`src/rtl/rgb_pixel_blend_unit_assert.svh`:
```
// Assertion macros for the pixel blend unit.
// Needs clk and rst_n in the including scope; empty when SYNTHESIS is defined.
`ifndef RGB_PIXEL_BLEND_UNIT_ASSERT_SVH
`define RGB_PIXEL_BLEND_UNIT_ASSERT_SVH
`ifndef SYNTHESIS
`define RPB_ASSERT_IMP(label, pre, post) \
    label: assert property (@(posedge clk) disable iff (!rst_n) (pre) |-> (post)) \
        else $error("rpb: implication check failed");
`define RPB_ASSERT_NEXT(label, pre, post) \
    label: assert property (@(posedge clk) disable iff (!rst_n) (pre) |=> (post)) \
        else $error("rpb: next-cycle check failed");
`else
`define RPB_ASSERT_IMP(label, pre, post)
`define RPB_ASSERT_NEXT(label, pre, post)
`endif
`endif

```
`src/rtl/rpb_pkg.sv`:
```
// Package for the pixel blend unit: payload structs, blend codes, register indexes.
// No dependencies.
package rpb_pkg;

    localparam int unsigned CHAN_W = 8;
    localparam int unsigned NUM_CH = 3;

    typedef enum logic [2:0] {
        FUNC_MULTIPLY = 3'd0,
        FUNC_SUBTRACT = 3'd1,
        FUNC_SCREEN   = 3'd2,
        FUNC_OVERLAY  = 3'd3,
        FUNC_ADD      = 3'd4,
        FUNC_SCALE    = 3'd5
    } func_t;

    typedef enum logic [1:0] {
        CFG_ADD_CHANNEL = 2'd0,
        CFG_ADD_AMOUNT  = 2'd1,
        CFG_RED_GAIN    = 2'd2,
        CFG_BLUE_GAIN   = 2'd3
    } cfg_idx_t;

    typedef enum logic [1:0] {
        KIND_DIV    = 2'd0,  // rounded product / 255
        KIND_SAT    = 2'd1,  // product clamped to 255
        KIND_DIRECT = 2'd2   // value already final
    } kind_t;

    typedef struct packed {
        logic [2:0]        func;
        logic [CHAN_W-1:0] top_red;
        logic [CHAN_W-1:0] top_green;
        logic [CHAN_W-1:0] top_blue;
        logic [CHAN_W-1:0] bottom_red;
        logic [CHAN_W-1:0] bottom_green;
        logic [CHAN_W-1:0] bottom_blue;
    } pixel_in_t;

    typedef struct packed {
        logic [CHAN_W-1:0] out_red;
        logic [CHAN_W-1:0] out_green;
        logic [CHAN_W-1:0] out_blue;
    } pixel_out_t;

    // Operand select stage, one per channel
    typedef struct packed {
        kind_t             kind;
        logic              inv;
        logic              dbl;
        logic [CHAN_W-1:0] op_a;
        logic [CHAN_W-1:0] op_b;
        logic [CHAN_W-1:0] direct;
    } ch_sel_t;

    // Product stage
    typedef struct packed {
        kind_t             kind;
        logic              inv;
        logic [16:0]       prod;
        logic [CHAN_W-1:0] direct;
    } ch_mul_t;

    // Quotient estimate stage
    typedef struct packed {
        logic              is_div;
        logic              inv;
        logic [16:0]       num;
        logic [8:0]        quot;
        logic [CHAN_W-1:0] direct;
    } ch_quot_t;

endpackage

```
`src/rtl/rgb_pixel_blend_unit.sv`:
```
// Top level of the pixel blend unit: four-stage pipeline plus config registers.
// Depends on rpb_pkg and rgb_pixel_blend_unit_assert.svh.
//
//   channel   direction  handshake              payload
//   in        input      in_valid / in_ready    in_data   (rpb_pkg::pixel_in_t)
//   out       output     out_valid / out_ready  out_data  (rpb_pkg::pixel_out_t)
//   cfg       input      cfg_valid / cfg_ready  cfg_index, cfg_data
//
// One pixel per clock while the output is not stalled; an accepted pixel passes the
// s1, s2, s3 and s4 registers in turn, and s4 drives out_valid.
// Stages: operand select, 8x8 multiply, divide-by-255 estimate, correct and finish.
// The last stage is the output register. Each stage fills when it is empty or its
// successor moves, so bubbles collapse and a stall holds a stage only when all after it are full.
// Reset clears the valid bits and loads the register defaults; cfg_ready stays high.
`include "rgb_pixel_blend_unit_assert.svh"

module rgb_pixel_blend_unit (
    input  logic               clk,
    input  logic               rst_n,
    input  logic               in_valid,
    output logic               in_ready,
    input  rpb_pkg::pixel_in_t in_data,
    output logic               out_valid,
    input  logic               out_ready,
    output rpb_pkg::pixel_out_t out_data,
    input  logic               cfg_valid,
    output logic               cfg_ready,
    input  logic [1:0]         cfg_index,
    input  logic [8:0]         cfg_data
);

    localparam int unsigned NCH = rpb_pkg::NUM_CH;
    localparam int unsigned CW  = rpb_pkg::CHAN_W;

    // configuration registers
    logic [1:0]        add_channel_reg;
    logic signed [8:0] add_amount_reg;
    logic [CW-1:0]     red_gain_reg;
    logic [CW-1:0]     blue_gain_reg;

    logic v1_reg, v2_reg, v3_reg, v4_reg;
    logic adv1, adv2, adv3, adv4;

    rpb_pkg::ch_sel_t  s1_next [NCH];
    rpb_pkg::ch_sel_t  s1_reg  [NCH];
    rpb_pkg::ch_mul_t  s2_next [NCH];
    rpb_pkg::ch_mul_t  s2_reg  [NCH];
    rpb_pkg::ch_quot_t s3_next [NCH];
    rpb_pkg::ch_quot_t s3_reg  [NCH];
    logic [CW-1:0]     s4_next [NCH];
    logic [CW-1:0]     s4_reg  [NCH];

    logic [CW-1:0] top_ch [NCH];
    logic [CW-1:0] bot_ch [NCH];

    assign cfg_ready = 1'b1;

    always_ff @(posedge clk or negedge rst_n)
    begin
        if (!rst_n)
        begin
            add_channel_reg <= 2'd0;
            add_amount_reg  <= 9'sd0;
            red_gain_reg    <= 8'd1;
            blue_gain_reg   <= 8'd1;
        end
        else if (cfg_valid)
        begin
            case (cfg_index)
                rpb_pkg::CFG_ADD_CHANNEL: add_channel_reg <= cfg_data[1:0];
                rpb_pkg::CFG_ADD_AMOUNT:  add_amount_reg  <= $signed(cfg_data);
                rpb_pkg::CFG_RED_GAIN:    red_gain_reg    <= cfg_data[CW-1:0];
                rpb_pkg::CFG_BLUE_GAIN:   blue_gain_reg   <= cfg_data[CW-1:0];
                default:                  ;
            endcase
        end
    end

    // a stage moves when it is empty or the next one moves
    assign adv4     = !v4_reg || out_ready;
    assign adv3     = !v3_reg || adv4;
    assign adv2     = !v2_reg || adv3;
    assign adv1     = !v1_reg || adv2;
    assign in_ready = adv1;

    always_ff @(posedge clk or negedge rst_n)
    begin
        if (!rst_n)
        begin
            v1_reg <= 1'b0;
            v2_reg <= 1'b0;
            v3_reg <= 1'b0;
            v4_reg <= 1'b0;
        end
        else
        begin
            if (adv1) v1_reg <= in_valid;
            if (adv2) v2_reg <= v1_reg;
            if (adv3) v3_reg <= v2_reg;
            if (adv4) v4_reg <= v3_reg;
        end
    end

    assign top_ch[0] = in_data.top_red;
    assign top_ch[1] = in_data.top_green;
    assign top_ch[2] = in_data.top_blue;
    assign bot_ch[0] = in_data.bottom_red;
    assign bot_ch[1] = in_data.bottom_green;
    assign bot_ch[2] = in_data.bottom_blue;

    // stage 1: pick multiplier operands, or finish subtract/add/pass directly
    always_comb
    begin
        logic signed [9:0] sum;
        sum = $signed({2'b00, top_ch[0]});
        for (int k = 0; k < NCH; k++)
        begin
            s1_next[k].kind   = rpb_pkg::KIND_DIRECT;
            s1_next[k].inv    = 1'b0;
            s1_next[k].dbl    = 1'b0;
            s1_next[k].op_a   = top_ch[k];
            s1_next[k].op_b   = bot_ch[k];
            s1_next[k].direct = top_ch[k];
            case (in_data.func)
                rpb_pkg::FUNC_MULTIPLY:
                begin
                    s1_next[k].kind = rpb_pkg::KIND_DIV;
                end
                rpb_pkg::FUNC_SUBTRACT:
                begin
                    s1_next[k].direct = (bot_ch[k] > top_ch[k]) ?
                                        bot_ch[k] - top_ch[k] : '0;
                end
                rpb_pkg::FUNC_SCREEN:
                begin
                    s1_next[k].kind = rpb_pkg::KIND_DIV;
                    s1_next[k].inv  = 1'b1;
                    s1_next[k].op_a = ~top_ch[k];
                    s1_next[k].op_b = ~bot_ch[k];
                end
                rpb_pkg::FUNC_OVERLAY:
                begin
                    s1_next[k].kind = rpb_pkg::KIND_DIV;
                    s1_next[k].dbl  = 1'b1;
                    // bright bottom: doubled screen form
                    if (bot_ch[k][CW-1])
                    begin
                        s1_next[k].inv  = 1'b1;
                        s1_next[k].op_a = ~top_ch[k];
                        s1_next[k].op_b = ~bot_ch[k];
                    end
                end
                rpb_pkg::FUNC_ADD:
                begin
                    if (add_channel_reg == 2'(k))
                    begin
                        sum = $signed({2'b00, top_ch[k]})
                            + $signed({add_amount_reg[8], add_amount_reg});
                        if (sum < 0)
                            s1_next[k].direct = '0;
                        else if (sum > 10'sd255)
                            s1_next[k].direct = '1;
                        else
                            s1_next[k].direct = sum[CW-1:0];
                    end
                end
                rpb_pkg::FUNC_SCALE:
                begin
                    if (k == 0)
                    begin
                        s1_next[k].kind = rpb_pkg::KIND_SAT;
                        s1_next[k].op_b = red_gain_reg;
                    end
                    else if (k == NCH - 1)
                    begin
                        s1_next[k].kind = rpb_pkg::KIND_SAT;
                        s1_next[k].op_b = blue_gain_reg;
                    end
                end
                default:
                begin
                    s1_next[k].kind = rpb_pkg::KIND_DIRECT;
                end
            endcase
        end
    end

    // stage 2: multiply, double for overlay
    always_comb
    begin
        logic [15:0] p;
        for (int k = 0; k < NCH; k++)
        begin
            p = s1_reg[k].op_a * s1_reg[k].op_b;
            s2_next[k].kind   = s1_reg[k].kind;
            s2_next[k].inv    = s1_reg[k].inv;
            s2_next[k].prod   = s1_reg[k].dbl ? {p, 1'b0} : {1'b0, p};
            s2_next[k].direct = s1_reg[k].direct;
        end
    end

    // stage 3: x = n + 127, estimate x/255 as (x + x/256) / 256, low by at most one
    always_comb
    begin
        logic [16:0] x;
        logic [16:0] y;
        for (int k = 0; k < NCH; k++)
        begin
            x = s2_reg[k].prod + 17'd127;
            y = x + {8'd0, x[16:8]};
            s3_next[k].is_div = (s2_reg[k].kind == rpb_pkg::KIND_DIV);
            s3_next[k].inv    = s2_reg[k].inv;
            s3_next[k].num    = x;
            s3_next[k].quot   = y[16:8];
            case (s2_reg[k].kind)
                rpb_pkg::KIND_SAT:
                    s3_next[k].direct = (|s2_reg[k].prod[16:8]) ?
                                        '1 : s2_reg[k].prod[CW-1:0];
                default:
                    s3_next[k].direct = s2_reg[k].direct;
            endcase
        end
    end

    // stage 4: correct the quotient, apply inversion, select
    always_comb
    begin
        logic [16:0] rem;
        logic [8:0]  q;
        for (int k = 0; k < NCH; k++)
        begin
            rem = s3_reg[k].num - ({s3_reg[k].quot, 8'd0} - {8'd0, s3_reg[k].quot});
            q   = (rem >= 17'd255) ? s3_reg[k].quot + 9'd1 : s3_reg[k].quot;
            if (!s3_reg[k].is_div)
                s4_next[k] = s3_reg[k].direct;
            else if (s3_reg[k].inv)
                s4_next[k] = 8'd255 - q[CW-1:0];
            else
                s4_next[k] = q[CW-1:0];
        end
    end

    always_ff @(posedge clk)
    begin
        if (adv1) s1_reg <= s1_next;
        if (adv2) s2_reg <= s2_next;
        if (adv3) s3_reg <= s3_next;
        if (adv4) s4_reg <= s4_next;
    end

    assign out_valid          = v4_reg;
    assign out_data.out_red   = s4_reg[0];
    assign out_data.out_green = s4_reg[1];
    assign out_data.out_blue  = s4_reg[2];

    `RPB_ASSERT_IMP(a_flow_through, out_ready, in_ready)
    `RPB_ASSERT_IMP(a_blocked_front, v1_reg && !adv2, !in_ready)
    `RPB_ASSERT_NEXT(a_stall_keeps_s3, v3_reg && out_valid && !out_ready, v3_reg)
    `RPB_ASSERT_NEXT(a_s1_drains, v1_reg && adv2 && !in_valid, !v1_reg)

endmodule

```
`config.mk`:
```
export PLATFORM = sky130hd
export DESIGN_NAME = rgb_pixel_blend_unit
export DESIGN_NICKNAME = d
export VERILOG_FILES = /design/src/rtl/rpb_pkg.sv /design/src/rtl/rgb_pixel_blend_unit.sv
export VERILOG_INCLUDE_DIRS = /design/src /design/src/rtl
export SDC_FILE = /design/constraint.sdc
export NUM_CORES = 1
export LEC_CHECK = 0
export ABC_AREA = 1
export BUFFER_PORTS_ARGS = -buffer_cell sky130_fd_sc_hd__buf_2
export CELL_PAD_IN_SITES_DETAIL_PLACEMENT = 1
export CELL_PAD_IN_SITES_GLOBAL_PLACEMENT = 2
export CORE_MARGIN = 2
export CORE_UTILIZATION = 35
export DETAILED_ROUTE_END_ITERATION = 10
export PLACE_DENSITY_LB_ADDON = 0.1
export SYNTH_ARGS = -nofsm -noshare
export SYNTH_HDL_FRONTEND = slang
export SYNTH_SLANG_ARGS = --single-unit
```
`constraint.sdc`:
```
create_clock -name clk -period 20.7 [get_ports clk]
set_input_delay 3.105 -clock clk [delete_from_list [all_inputs] [get_ports clk]]
set_output_delay 3.105 -clock clk [all_outputs]
set_load 0.02 [all_outputs]
```
==> results.sh, run 1 <==
export IMPL_status="complete, no violations"
export IMPL_slew_violations=0
export IMPL_crit_cells=9
export IMPL_r2r_start="s1_reg[40]"
export IMPL_synthArstFlopShare_pct=9.63
export IMPL_antenna_found_initial=1
export IMPL_rows=104
export IMPL_grt_max_degree=71
export IMPL_synth_distinct_cells=62
export IMPL_cts_clk_slew_worst_paths_ps=60
export IMPL_clk_latency_ps=570
export IMPL_drt_iter0_drc=736
export IMPL_regArea_um2=9520
export IMPL_dp_hpwl_mm=64.0
export IMPL_wl_per_cell_um=16.2
export IMPL_arrival_ps=5120
export IMPL_r2r_end="s2_reg[51]"
export IMPL_p_leak_nw=16.4
export IMPL_holdWs_ps=421
export IMPL_synthesis_area_um2=28300
export IMPL_vias_per_cell=4.72
export IMPL_multi_input_area_um2=15600
export IMPL_layout_commonest_cell="nand2_1"
export IMPL_critPathKind="in2out"
export IMPL_path_buf_inv=5
export IMPL_crit_required_ps=17590
export IMPL_vdd_drop_max_mv=0.0563
export IMPL_largest_register_ffs=107
export IMPL_final_min_clock_period_ps=8230
export IMPL_avgSynthCellArea_um2=8.08
export IMPL_design_area_um2=31200
export IMPL_pwr_density_cell_nw_per_um2=177
export IMPL_hold_class="reg2reg"
export IMPL_startpoint="out_ready"
export IMPL_die_area_um2=83200
export IMPL_grt_overflow_total=0
export IMPL_synth_warnings=0
export IMPL_postCtsSetupRepairBufs=0
export IMPL_synth_fp_nets=3964
export IMPL_fin_nets=4019
export IMPL_critPathTopFamily="simple AND/OR/NAND/NOR gates"
export IMPL_core_area_um2=80300
export IMPL_die_w_um=288
export IMPL_rr_worst_depth=20
export IMPL_cts_hold_buf=0
export IMPL_r2r_setup_slack_ps=15730
export IMPL_tns_ps=0
export IMPL_crit_path_cell_trace="buf_2 > nor2_1 > inv_1 > buf_4 > nor2_1 > inv_4 > nor2_1 > nand2_4 > buf_2"
export IMPL_slew_headroom_pct=26.2
export IMPL_final_cell_mix="878 x nand2_1, 738 x inv_1, 291 x edfxtp_1, 276 x ha_1, 222 x nand3_1"
export IMPL_grt_pass1_wl_mm=123
export IMPL_cts_tree="done"
export IMPL_drt_total_wl_mm=75.1
export IMPL_ys_ff_latch=322
export IMPL_rsz0062_at_grt="no"
export IMPL_fin_skew_ps=27.7
export IMPL_drc_errors=0
export IMPL_worst_pin_slew_ps=1100
export IMPL_fin_crit_sh_pct=39.7
export IMPL_area_growth_pct=10.1
export IMPL_root_buffer="clkbuf_16"
export IMPL_fillers=9664
export IMPL_cpPeakStageDelay_ps=350
export IMPL_path_max_fanout=40
export IMPL_placed_cell_area_um2=29900
export IMPL_n_antenna_cell=0
export IMPL_setup_viol=0
export IMPL_cts_made_buffers=37
export IMPL_io_buffers=92
export IMPL_cts_resized=0
export IMPL_die_height_um=288
export IMPL_final_hold_viol_count=0
export IMPL_start_util_pct=35.3
export IMPL_cts_sinks=322
export IMPL_cp_endpoint="in_ready"
export IMPL_place_congestion=0.854
export IMPL_fmax_mhz=122
export IMPL_crit_top_cell="nor2_1"
export IMPL_antenna_left=0
export IMPL_htreeDepth=2
export IMPL_grt_pass1_vias=23300
export IMPL_ys_seq_area_share_pct=33.6
export IMPL_via_count=21900
export IMPL_groute_usage_overall_pct=18.4
export IMPL_ys_flop_type="edfxtp_1"
export IMPL_synth_cells=3504
export IMPL_crit_slowest_cell="nand2_4"
export IMPL_synth_edf_count=291
export IMPL_pin_count=94
export IMPL_cp_start_kind="input port"
export IMPL_drive_above_1_share_pct=8.48
export IMPL_crit_path_end_kind="output port"
export IMPL_drv_cap=0
export IMPL_first_pass_iters=5
export IMPL_cts_path_max_buffers=3
==> cells by family after synthesis <==
| group | synth area share, % |
|---|---|
| adders and majority gates | 20.5 |
| and+or+nand+nor | 22.0 |
| buffers and inverters | 11.3 |
| xor gates and xnor gates | 4.93 |
| DFF | 33.6 |
| AOI/OAI and AO/OA | 7.56 |
| other | 0.0132 |
| muxes | 0.146 |
==> final cells by class <==
cell class              instances  share of cell area (%)
clock buffers                  45                    3.26
inverters                     757                    9.12
well taps                    1060                    4.25
multi-input cells            2338                    50.1
clock inverters                21                    1.01
flip-flops and latches        322                    30.5
repair buffers                103                    1.74
==> worst register-to-register path: stages, from the launching register on <==
cell      delay [ps]
edfxtp_1         540
nand2_1          130
inv_1             60
fa_1             530
inv_1             60
fa_1             480
inv_1             60
fa_1             530
inv_1             60
fa_1             530
inv_1             40
ha_1             330
a21oi_1          160
o21ai_0          100
a21oi_1          210
o21ai_0          180
a21oi_1          180
o21bai_1          90
or2_2            290
nand3_1           70
o21ai_0           80
==> stage by stage <==
| step | instances | util, % | setup WS, ps | power [mW] |
|---|---|---|---|---|
| 6_report | 4646 | 38.8 | 12470 | 5.51 |
| 3_5_place_dp | 4580 | 37.2 | 12380 | 4.88 |
| 5_1_grt | 4646 | 38.8 | 12230 | 6.20 |
| 4_1_cts | 4646 | 38.8 | 12380 | 5.62 |
| 3_3_place_gp | 4580 | 37.2 | 12330 | 4.77 |
| 2_1_floorplan | 3504 | - | 9610 | 3.92 |
==> routing by layer <==
| layer | share of wire (%) | global-route usage (%) |
|---|---|---|
| met1 | 47 | 24.0 |
| met2 | 48 | 32.2 |
| met3 | 2.0 | 1.77 |
| met4 | 2.8 | 5.36 |
| met5 | 0.017 | 0 |
==> cells in the mapped netlist (18+ instances only) <==
library cell | instances | area, um^2
a21oi_1 | 121 | 606
edfxtp_1 | 291 | 8740
nand3_1 | 222 | 1110
nand2_1 | 879 | 3300
ha_1 | 276 | 3450
xor2_1 | 116 | 1020
nor2_1 | 138 | 518
fa_1 | 117 | 2340
a21o_1 | 23 | 173
xnor2_1 | 36 | 315
clkbuf_1 | 76 | 285
o211ai_1 | 42 | 315
o21ai_0 | 131 | 656
inv_1 | 740 | 2780
nand3b_1 | 18 | 135
nand4_1 | 24 | 150
nor2_2 | 32 | 200
or2_2 | 22 | 138
dfrtp_1 | 29 | 726
==> report_power, final <==
group / internal, mW / total (mW) / switching (mW)
clock network: 0.429 / 0.704 / 0.274
registers: 1.02 / 1.19 / 0.176
logic: 1.31 / 3.62 / 2.30
total: 2.76 / 5.51 / 2.75
==> worst min-delay path by stage <==
stage	cells after the start	startpoint	to	slack, ps
2_1_floorplan	0	s1_reg[0]	s2_reg[0]	400
3_3_place_gp	0	s2_reg[30]	s3_reg[38]	410
3_5_place_dp	0	s2_reg[35]	s3_reg[43]	410
4_1_cts	0	s2_reg[30]	s3_reg[38]	420
5_1_grt	0	s2_reg[30]	s3_reg[38]	430
6_report	0	s2_reg[30]	s3_reg[38]	420
Power figures use the tool's default switching activity.
==> run 2: changes to the inputs <==
clock period = 7.8 ns   (was 20.7 ns; I/O delays follow)
==> results.sh, run 2 (synthesized netlist as in run 1, its figures left out) <==
export IMPL_vias_per_cell=4.67
export IMPL_final_min_clock_period_ps=4900
export IMPL_start_util_pct=35.3
export IMPL_largest_register_ffs=107
export IMPL_rsz0062_at_grt="no"
export IMPL_groute_usage_overall_pct=18.8
export IMPL_antenna_found_initial=4
export IMPL_n_antenna_cell=0
export IMPL_slew_violations=0
export IMPL_first_pass_iters=5
export IMPL_r2r_setup_slack_ps=2900
export IMPL_fin_crit_sh_pct=62.8
export IMPL_cts_resized=0
export IMPL_cts_tree="done"
export IMPL_pin_count=94
export IMPL_cts_made_buffers=40
export IMPL_crit_required_ps=8090
export IMPL_grt_max_degree=76
export IMPL_drive_above_1_share_pct=8.46
export IMPL_cp_start_kind="register"
export IMPL_finalPower_mw=14.7
export IMPL_fillers=9688
export IMPL_cts_clk_slew_worst_paths_ps=60
export IMPL_root_buffer="clkbuf_16"
export IMPL_drc_errors=0
export IMPL_path_max_fanout=8
export IMPL_post_place_cells=4581
export IMPL_antenna_left=0
export IMPL_fin_util_pct=38.9
export IMPL_layout_commonest_cell="nand2_1"
export IMPL_cts_hold_buf=0
export IMPL_die_height_um=288
export IMPL_final_hold_viol_count=0
export IMPL_pwr_density_cell_nw_per_um2=470
export IMPL_critPathKind="reg2reg"
export IMPL_cts_sinks=322
export IMPL_fmax_mhz=204
export IMPL_setup_viol=0
export IMPL_grt_pass1_vias=23400
export IMPL_multi_input_area_um2=15600
export IMPL_hold_class="reg2reg"
export IMPL_die_w_um=288
export IMPL_drv_cap=0
export IMPL_final_cell_mix="878 x nand2_1, 738 x inv_1, 291 x edfxtp_1, 276 x ha_1, 222 x nand3_1"
export IMPL_arrival_ps=5190
export IMPL_rows=104
export IMPL_grt_pass1_wl_mm=125
export IMPL_dp_hpwl_mm=64.8
export IMPL_setup_slack_ps=2900
export IMPL_die_area_um2=83200
export IMPL_status="complete, no violations"
export IMPL_postCtsSetupRepairBufs=0
export IMPL_regArea_um2=9520
export IMPL_clk_latency_ps=570
export IMPL_fin_cells=4652
export IMPL_cts_path_max_buffers=3
export IMPL_place_congestion=0.849
export IMPL_htreeDepth=2
export IMPL_p_leak_nw=16.4
export IMPL_vdd_drop_max_mv=0.154
export IMPL_area_growth_pct=10.2
export IMPL_dpl_worst_slack_ps=2880
export IMPL_grt_overflow_total=0
export IMPL_via_count=21700
export IMPL_drt_iter0_drc=833
export IMPL_drt_total_wl_mm=76.2
export IMPL_core_area_um2=80300
export IMPL_tns_ps=0
export IMPL_wl_per_cell_um=16.4
export IMPL_worst_pin_slew_ps=1060
export IMPL_io_buffers=92
export IMPL_slew_headroom_pct=28.9
export IMPL_fin_nets=4023
export IMPL_crit_path_end_kind="register"
export IMPL_fin_skew_ps=19.3
==> run 2: final cells by class <==
class,count,share of cell area [%]
multi-input cells,2338,50.0
flip-flops and latches,322,30.5
inverters,757,9.12
well taps,1060,4.25
clock buffers,47,3.42
repair buffers,104,1.76
clock inverters,24,0.906
==> run 2: path summary, 6_finish.rpt <==
| check | startpoint | endpoint | cells past startpoint |
|---|---|---|---|
| setup reg to reg | s1_reg[12] | s2_reg[23] | 20 |
| min in group asynchronous | rst_n | add_amount_reg[2] | 1 |
| hold reg to reg | s1_reg[63] | s2_reg[63] | 0 |
| hold / removal | s1_reg[63] | s2_reg[63] | 0 |
| setup / recovery | s1_reg[12] | s2_reg[23] | 20 |
| max in group asynchronous | rst_n | v3_reg | 1 |
==> run 2: routing by layer <==
metal / global-route usage, % / routed length, um
met3: 2.05 / 1620
met2: 32.6 / 36200
met5: 0 / 34
met4: 4.29 / 1540
met1: 25.2 / 36800
==> run 2: report_power, final <==
group	total, mW	internal, mW	leakage [nW]	switching [mW]
sequential	3.12	2.70	3.39	0.425
clock	1.91	1.15	0.653	0.759
combinational	9.64	3.48	12.3	6.16
==> run 2: metrics by stage <==
stage	hold WS, ps	cell area (um^2)
finish	424	31200
global route	427	31200
CTS	426	31200
detailed placement	413	29900
global placement	405	29900
floorplan	400	28300
==> run 2: worst max-delay path: stages (launching register included) <==
cell	delay, ps
edfxtp_1	520
nand2_1	120
inv_1	60
fa_1	530
inv_1	50
fa_1	470
inv_1	50
fa_1	530
inv_1	50
fa_1	520
inv_1	40
ha_1	330
a21oi_1	170
o21ai_0	90
a21oi_1	210
o21ai_0	160
a21oi_1	180
o21bai_1	90
or2_2	290
nand3_1	70
o21ai_0	100
==> run 3: changes to the inputs <==
clock period = 4.1 ns   (was 7.8 ns; I/O delays follow)
==> results.sh, run 3 (synthesized netlist as in run 1, its figures left out) <==
export IMPL_arrival_ps=4670
export IMPL_wl_per_cell_um=16.5
export IMPL_grt_pass1_vias=24100
export IMPL_worst_pin_slew_ps=1080
export IMPL_rows=104
export IMPL_path_max_fanout=7
export IMPL_core_area_um2=80300
export IMPL_first_pass_iters=6
export IMPL_final_cell_mix="854 x nand2_1, 693 x inv_1, 291 x edfxtp_1, 249 x ha_1, 213 x nand3_1"
export IMPL_htreeDepth=2
export IMPL_rr_worst_depth=18
export IMPL_cp_start_kind="register"
export IMPL_slew_violations=0
export IMPL_io_buffers=92
export IMPL_cts_hold_buf=0
export IMPL_place_congestion=0.876
export IMPL_violations="negative setup slack"
export IMPL_drt_iter0_drc=926
export IMPL_start_util_pct=35.3
export IMPL_dpl_worst_slack_ps=-416
export IMPL_drt_total_wl_mm=79.5
export IMPL_r2r_start="s1_reg[40]"
export IMPL_final_min_clock_period_ps=4390
export IMPL_drv_cap=0
export IMPL_status="finished, violations left"
export IMPL_via_count=22500
export IMPL_root_buffer="clkbuf_16"
export IMPL_die_height_um=288
export IMPL_cts_made_buffers=38
export IMPL_crit_required_ps=4380
export IMPL_fin_skew_ps=27.7
export IMPL_final_hold_viol_count=0
export IMPL_cts_tree="done"
export IMPL_grt_overflow_total=0
export IMPL_area_growth_pct=18.2
export IMPL_r2r_setup_slack_ps=-290
export IMPL_setup_viol=18
export IMPL_clk_latency_ps=580
export IMPL_drc_errors=0
export IMPL_antenna_left=0
export IMPL_critPathKind="reg2reg"
export IMPL_multi_input_area_um2=16600
export IMPL_grt_pass1_wl_mm=128
export IMPL_crit_path_end_kind="register"
export IMPL_largest_register_ffs=107
export IMPL_hold_class="in2async"
export IMPL_fin_crit_sh_pct=107
export IMPL_groute_usage_overall_pct=19.2
export IMPL_grt_max_degree=72
export IMPL_r2r_end="s2_reg[51]"
export IMPL_pin_count=94
export IMPL_antenna_found_initial=3
export IMPL_n_antenna_cell=0
export IMPL_drive_above_1_share_pct=17.3
export IMPL_dp_hpwl_mm=66.9
export IMPL_setup_slack_ps=-289
export IMPL_fin_util_pct=41.7
export IMPL_slew_headroom_pct=27.8
export IMPL_fin_nets=4178
export IMPL_fmax_mhz=228
export IMPL_rsz0062_at_grt="yes"
export IMPL_die_w_um=288
export IMPL_vias_per_cell=4.69
export IMPL_cts_sinks=322
export IMPL_regArea_um2=9520
export IMPL_holdWs_ps=133
export IMPL_die_area_um2=83200
export IMPL_cts_path_max_buffers=3
export IMPL_fillers=9546
export IMPL_layout_commonest_cell="nand2_1"
export IMPL_cts_clk_slew_worst_paths_ps=70
## run 3: cell types whose count changed in the layout (fill, tap and decap cells not counted), moves of 23 or more
| cell | previous run | this run |
|---|---|---|
| a21oi_1 | 121 | 98 |
| buf_4 | 12 | 137 |
| buf_6 | 0 | 32 |
| ha_1 | 276 | 249 |
| ha_4 | 0 | 26 |
| inv_1 | 738 | 693 |
| inv_2 | 16 | 61 |
| nand2_1 | 878 | 854 |
| o21ai_0 | 131 | 98 |
## run 3: cell type report
type | instances | share of cell area [%]
clock inverter | 25 | 0.927
timing repair buffer | 261 | 5.53
sequential | 322 | 28.4
clock buffer | 45 | 2.98
inverter | 757 | 8.50
tap | 1060 | 3.96
multi-input combinational | 2338 | 49.7
## run 3: how the worst max path moves through the flow
stage | slack [ps] | end | startpoint
floorplan | -680 | s2_reg[0] | out_ready
global placement | -320 | s2_reg[23] | s1_reg[11]
detailed placement | -420 | s2_reg[23] | s1_reg[11]
CTS | -270 | s2_reg[79] | s1_reg[76]
global route | -500 | s2_reg[51] | s1_reg[39]
finish | -290 | s2_reg[51] | s1_reg[40]
## run 3: repair_timing
action	in CTS	in global routing
resized for setup	101	132
setup endpoints to repair	26	30
pin swaps	100	87
setup buffers	38	20
## run 3: per-layer routing
| layer | vias to the layer above | wire length (um) | track usage (%) | part of all wire, % |
|---|---|---|---|---|
| met4 | 4 | 1850 | 4.94 | 2.3 |
| met5 | - | 27 | 0 | 0.034 |
| met2 | 212 | 38900 | 34.0 | 49 |
| met3 | 89 | 1630 | 2.10 | 2.1 |
| met1 | 10700 | 37000 | 25.0 | 47 |
| li1 | 11500 | - | - | - |
## run 3: worst max-delay path, cell delays in order (launching register included)
cell and delay (ps):
edfxtp_1 510, nand2_1 110, inv_1 50, fa_1 480
fa_1 510, fa_1 510, inv_2 40, fa_1 490
inv_2 50, ha_4 260, a21oi_4 150, o21ai_2 70
a21oi_2 150, o21ai_2 100, a21oi_2 120, o21bai_1 100
or2_4 250, nand3_2 80, o21ai_2 80
## run 3: through the flow
step / TNS (ps) / instance area (um^2) / std cells
3_5_place_dp: -5610 / 30900 / 4690
4_1_cts: -2940 / 32900 / 4796
3_3_place_gp: -3840 / 30900 / 4690
6_report: -3030 / 33500 / 4808
5_1_grt: -7330 / 33500 / 4808
2_1_floorplan: -98260 / 28700 / 3504
Power of run 3 is left out: the tool's default activity adds up to more than one toggle a clock period on the data nets, which glitch-free logic cannot reach.
